## config.mk

```make
export PLATFORM = sky130hd
export DESIGN_NAME = skct_cell
export DESIGN_NICKNAME = d
export VERILOG_FILES = /design/src/design/skct_pkg.sv /design/src/design/skct_cell.sv
export SDC_FILE = /design/constraint.sdc
export NUM_CORES = 1
export LEC_CHECK = 0
export BUFFER_PORTS_ARGS = -buffer_cell sky130_fd_sc_hd__buf_2
export CAP_MARGIN = 20
export CORE_ASPECT_RATIO = 0.6
export CORE_MARGIN = 5
export CORE_UTILIZATION = 49
export CTS_CLUSTER_SIZE = 8
export DETAILED_ROUTE_END_ITERATION = 10
export PLACE_DENSITY = 0.86
export SLEW_MARGIN = 20
export SYNTH_ARGS = -nofsm -noshare
export SYNTH_HDL_FRONTEND = slang
export SYNTH_SLANG_ARGS = --single-unit
```

## constraint.sdc

```tcl
create_clock -name clk -period 4.6 [get_ports clk]
set_input_delay 0.69 -clock clk [delete_from_list [all_inputs] [get_ports clk]]
set_output_delay 0.69 -clock clk [all_outputs]
set_load 0.1 [all_outputs]
```

## src/design/skct_pkg.sv

```systemverilog
// Shared types, codes and constants for the sorted key count table.
package skct_pkg;

  localparam int CAPACITY_DEF = 64;

  localparam logic [1:0] OP_ADD    = 2'd0;
  localparam logic [1:0] OP_LOOKUP = 2'd1;
  localparam logic [1:0] OP_READ   = 2'd2;

  localparam logic [1:0] ST_OK   = 2'd0;
  localparam logic [1:0] ST_FULL = 2'd1;
  localparam logic [1:0] ST_SAT  = 2'd2;

  localparam logic [31:0] COUNT_MAX = 32'hFFFF_FFFF;

  typedef struct packed {
    logic [1:0]  opcode;
    logic [63:0] key;
    logic [31:0] add_count;
    logic [5:0]  rank;
  } in_t;

  typedef struct packed {
    logic        found;
    logic [31:0] entry_count;
    logic [6:0]  position;
    logic [63:0] entry_key;
    logic [6:0]  occupancy;
    logic [1:0]  status;
  } out_t;

  // Broadcast from the controller to every cell of the row.
  typedef struct packed {
    logic        cmp;
    logic        key_op;
    logic        ins;
    logic        upd;
    logic [63:0] key;
    logic [31:0] count;
    logic [5:0]  rank;
  } cell_ctl_t;

  typedef enum logic [3:0] {
    S_IDLE = 4'b0001,
    S_CMP  = 4'b0010,
    S_SEL  = 4'b0100,
    S_UPD  = 4'b1000
  } state_t;

endpackage

```

## src/design/skct_cell.sv

```systemverilog
// One slot of the sorted row: holds a key and its count, compares and shifts.
module skct_cell #(
  parameter int CAPACITY = skct_pkg::CAPACITY_DEF,
  parameter int IDX      = 0
) (
  input  logic                           clk,
  input  skct_pkg::cell_ctl_t            ctl,
  input  logic [$clog2(CAPACITY+1)-1:0]  used,
  input  logic [63:0]                    prev_key,
  input  logic [31:0]                    prev_cnt,
  input  logic                           prev_t,
  output logic [63:0]                    key_o,
  output logic [31:0]                    cnt_o,
  output logic                           t_o,
  output logic                           eq_o,
  output logic                           sel_o
);
  import skct_pkg::*;

  localparam int IW = $clog2(CAPACITY + 1);
  localparam int CW = (IW > 6) ? IW : 6;

  logic [63:0] key_r, key_nxt;
  logic [31:0] cnt_r, cnt_nxt;
  logic        t_r, t_nxt;
  logic        eq_r, eq_nxt;
  logic        valid;
  logic        sel;

  assign valid = CW'(IDX) < CW'(used);
  assign sel   = t_r & ~prev_t;

  // The flags form a thermometer along the row; the cell where it turns
  // on is the addressed rank (or the insertion point).
  always_comb begin
    if (ctl.key_op) begin
      t_nxt  = ~valid | (key_r >= ctl.key);
      eq_nxt = valid & (key_r == ctl.key);
    end else begin
      t_nxt  = CW'(IDX) >= CW'(ctl.rank);
      eq_nxt = valid;
    end
  end

  always_comb begin
    key_nxt = key_r;
    cnt_nxt = cnt_r;
    if (ctl.ins) begin
      if (sel) begin
        key_nxt = ctl.key;
        cnt_nxt = ctl.count;
      end else if (prev_t) begin
        key_nxt = prev_key;
        cnt_nxt = prev_cnt;
      end
    end else if (ctl.upd && sel) begin
      cnt_nxt = ctl.count;
    end
  end

  always_ff @(posedge clk) begin
    key_r <= key_nxt;
    cnt_r <= cnt_nxt;
    if (ctl.cmp) begin
      t_r  <= t_nxt;
      eq_r <= eq_nxt;
    end
  end

  assign key_o = key_r;
  assign cnt_o = cnt_r;
  assign t_o   = t_r;
  assign eq_o  = eq_r;
  assign sel_o = sel;

endmodule

```

### Word-level counts from Yosys, hierarchy flattened

Index checks and enable logic that the tools add are counted.

* reduce and logical (&&, ||, !) cells: 5
* multiplexer cells: 8
* order comparisons: 3
* eq/ne operators: 2
* bitwise logic cells: 5

Operator list (number)
* 32-bit 2-to-1 mux: 4
* 64-bit 2-to-1 mux: 2
* 64-bit equality test: 1
* 64-bit >= comparator: 1
* 1-bit by 7-bit less-than comparator with 1-bit output (first input constant): 1
* 1-bit by 6-bit >= comparator with 1-bit output (first input constant): 1
* 2-bit AND reduction: 2
* 2-bit nonzero test: 2
* 3-bit by 1-bit != test with 1-bit output (second input constant): 1
* 1-bit bitwise AND: 2
* 1-bit 2-to-1 mux: 2
* 1-bit inverter: 2
* 1-bit logical AND: 1
* 1-bit OR: 1

* word-level logic and storage cells: 27
* input bits: 211
* flip-flop bits (word level): 98
* output and inout bits: 99

### Depth between registers and ports, before layout

* word-level depth: 5
* depth in mapped cells: 8
* depth with buffers taken out: 8

### Worst setup path after synthesis

No wires, ideal clock.

* path kind: reg-to-reg
* start: reg t_r, in the netlist t_o
* end: reg cnt_r[0], in the netlist cnt_o[0], enable pin
* library setup time: 0.388 ns
* arrival time: 3.340 ns
* cell stages (with the launch flop): 3
* buffers on the path: 0
* path slack: 0.872 ns
* period minus slack after synthesis: 3.728 ns
* cells stage by stage: edfxtp_1 -> o21a_1 -> a21o_1

* word-level cells in the longest chain between the ends: 4

RTL lines
* start, declared: RTL line skct_cell.sv:25 `logic t_r, t_nxt;`
* start signal, assigned: RTL line skct_cell.sv:65 `t_r <= t_nxt;`
* 1-bit bitwise AND (*): RTL line skct_cell.sv:31 `assign sel = t_r & ~prev_t;`
* 1-bit logical AND: RTL line skct_cell.sv:56 `end else if (ctl.upd && sel) begin`
* 2-bit nonzero test (no source line)
* 2-bit AND reduction (no source line) (*)
* end signal, assigned: RTL line skct_cell.sv:63 `cnt_r <= cnt_nxt;`
* end, declared: RTL line skct_cell.sv:24 `logic [31:0] cnt_r, cnt_nxt;`

Mark *: on every way between the ends. The rest lies on a longest branch, timed or not.
A chain may end at the register's enable or synchronous reset.

### Worst setup path after layout

* start: in prev_t
* end: out sel_o

* word-level cells in the longest chain between the ends: 2

RTL lines
* start, declared: RTL line skct_cell.sv:11 `input logic prev_t,`
* 1-bit inverter: RTL line skct_cell.sv:31
* 1-bit bitwise AND: RTL line skct_cell.sv:31
* end, declared: RTL line skct_cell.sv:16 `output logic sel_o`

Every way passes these cells.

==> results.sh <==
export IMPL_portBuffers=309
export IMPL_rr_startpoint="key_o[57]$_DFFE_PP_"
export IMPL_yosysSeqAreaShare=0.505
export IMPL_synth_top_area_cell="edfxtp_1"
export IMPL_viasPerCell=5.12
export IMPL_first_global_vias=5173
export IMPL_ys_warn_count=0
export IMPL_antenna_found_initial=0
export IMPL_cts_buffers=9
export IMPL_maxCapViolCount=0
export IMPL_worstMarginPinSlew_ps=873
export IMPL_peakVddDrop_mv=0.184
export IMPL_synth_cell_type_count=37
export IMPL_drive_gt1_frac=0.503
export IMPL_grt_overflow=0
export IMPL_cpMostUsedCell="buf_2"
export IMPL_finalSetupViolCount=0
export IMPL_syn_avg_cell_area_um2=13.1
export IMPL_regToRegSetupSlack_ps=2380
export IMPL_cts_num_sinks=98
export IMPL_dr_first_iter_drc_count=172
export IMPL_cts_tree="yes"
export IMPL_start_kind="input port"
export IMPL_r2r_end="t_o$_DFFE_PP_"
export IMPL_post_cts_setup_buffers=0
export IMPL_slew_viol_final=0
export IMPL_rsz0062_at_grt="false"
export IMPL_leakagePower_nw=3.79
export IMPL_skew_ps=5.59
export IMPL_critPathMaxStageDelay_ps=510
export IMPL_drc=0
export IMPL_syn_num_nets=719
export IMPL_postCtsHoldBufs=0
export IMPL_min_to="t_o$_DFFE_PP_"
export IMPL_clock_fmax_ghz=0.397
export IMPL_path_class="in -> out"
export IMPL_vias=4723
export IMPL_diodes=0
export IMPL_dp_hpwl_mm=14.1
export IMPL_crit_arrival_ps=1830
export IMPL_ys_ff_latch=98
export IMPL_grt_max_degree=65
export IMPL_fin_area_um2=7910
export IMPL_grt_pass1_wl_mm=25.9
export IMPL_root_buffer="clkbuf_16"
export IMPL_final_hold_viol_count=0
export IMPL_initial_utilization=0.509
export IMPL_r2r_cells=7
export IMPL_power_density_nw_per_um2=364
export IMPL_layout_common_cells="309 x buf_2, 98 x edfxtp_1, 64 x inv_1, 64 x ha_1, 54 x mux2_1"
export IMPL_fin_nets=1032
export IMPL_yosysTopAreaCellShare=0.505
export IMPL_finalCritPeriodShare=0.548
export IMPL_hold_path_class="in -> reg"
export IMPL_cp_required_ps=3910
export IMPL_critical_path_peak_fanout=32
export IMPL_io_pins=310
export IMPL_slew_headroom=0.418
export IMPL_min_from="ctl[105]"
export IMPL_final_common_cell="buf_2"
export IMPL_end_kind="output pin"
export IMPL_path_clk_slew_ps=70
export IMPL_clock_path_buffers=2
export IMPL_ant_nets=0
export IMPL_gp_congestion=0.877
export IMPL_dieArea_um2=14200
export IMPL_crit_slowest_cell="buf_2"
export IMPL_htree_num_levels=3
export IMPL_dieHeight_um=94.4
export IMPL_clk_latency_ps=340
export IMPL_worstHoldPathCells=1
export IMPL_dpl_cell_area_um2=7560
export IMPL_syn2layout_area_growth_pct=35.9
export IMPL_wl_per_cell_um=18.4
export IMPL_layout_min_cycle_time_ps=2520
export IMPL_core_area_um2=11400
export IMPL_ys_top_cells_by_area="edfxtp_1 51%, ha_1 14%, mux2_1 10%, mux2_2 8.1%, inv_1 4.1%"
export IMPL_syn_area_um2=5820
export IMPL_cp_cell_sequence="buf_2 > nor2b_4 > buf_4 > buf_2"
export IMPL_syn_inst=444
export IMPL_num_rows=30
export IMPL_status="complete, no violations"
export IMPL_dr_pass1_iters=4
export IMPL_fin_cells=922
export IMPL_nFillCells=856
export IMPL_fp_dieW_um=151
export IMPL_finalWirelength_mm=16.9
export IMPL_cts_repair_resized=0
export IMPL_place_inst=906
export IMPL_grt_usage=0.233
export IMPL_setup_tns_ps=0
-- routing by layer --
layer  GRT usage  vias to the layer above  share of wire
met1       0.274                     2216           0.38
li1            -                     2283              -
met4      0.0558                        0          0.016
met5           0                        -              0
met3      0.0772                       17          0.093
met2       0.415                      207           0.51
-- synth_stat cells --
master,instances
o21ai_1,2
nor4_4,2
buf_1,1
nor4_1,2
a21boi_0,2
mux2_1,54
a211oi_1,6
and4_1,1
a21o_1,4
or4_1,1
a21oi_1,26
buf_2,8
nand2_1,15
nor2_1,8
nor2b_1,2
o21ai_0,5
o41ai_1,1
inv_1,64
o21a_1,1
clkbuf_1,2
nand4_4,2
nor3_1,3
o211ai_1,2
a2111oi_0,1
nand4_1,9
o21bai_2,1
nand2b_1,1
nand4_2,2
edfxtp_1,98
mux2_2,42
ha_1,64
o311a_1,1
nand3_1,7
nor4_2,1
a221oi_1,1
nand3_2,1
a41oi_1,1
-- critical path: cells and delay by family --
kind	cells	cell delay [ps]
buf+inv	3	1010
simple gates	1	110
-- cell families after synthesis --
logic type | synth area share
AOI/OAI and AO/OA | 0.0574
adders and majority gates | 0.138
buffers and inverters | 0.0501
DFF | 0.505
muxes | 0.186
and+or+nand+nor | 0.0640
-- how the worst max path moves through the flow --
stage                        from  slack [ps]                   to
detailed placement         prev_t        1790  cnt_o[18]$_DFFE_PP_
floorplan           t_o$_DFFE_PP_         870   cnt_o[0]$_DFFE_PP_
global route        t_o$_DFFE_PP_        1990                sel_o
CTS                 t_o$_DFFE_PP_        2060                sel_o
finish                     prev_t        2080                sel_o
global placement           prev_t        1940  cnt_o[18]$_DFFE_PP_
-- through the flow --
step | power, mW | util | hold slack, ps | setup slack [ps]
final | 2.88 | 0.691 | 569 | 2080
after global routing | 3.00 | 0.691 | 553 | 1990
after CTS | 2.90 | 0.691 | 560 | 2060
after detailed placement | 2.02 | 0.661 | 918 | 1790
after global placement | 1.99 | 0.661 | 918 | 1940
after floorplan | 1.79 | - | 802 | 872
-- final cells by class --
cell class	instances	area, um2	share of cell area
Clock buffer	9	225	0.0285
Multi-Input combinational cell	271	2610	0.329
Tap cell	160	200	0.0253
Inverter	64	240	0.0304
Timing Repair Buffer	313	1580	0.199
Clock inverter	7	124	0.0157
Sequential cell	98	2940	0.372
-- report_power, final --
part           internal, mW  total [mW]  switching (mW)
clock                 0.539       0.886           0.347
sequential             1.07        1.10          0.0286
combinational         0.226       0.894           0.668
total                  1.83        2.88            1.04
-- registers in the layout (all words and copies together), names as in the netlist --
name   count
t_o        1
cnt_o     32
key_o     64
eq_o       1
Power figures use the tool's default switching activity.
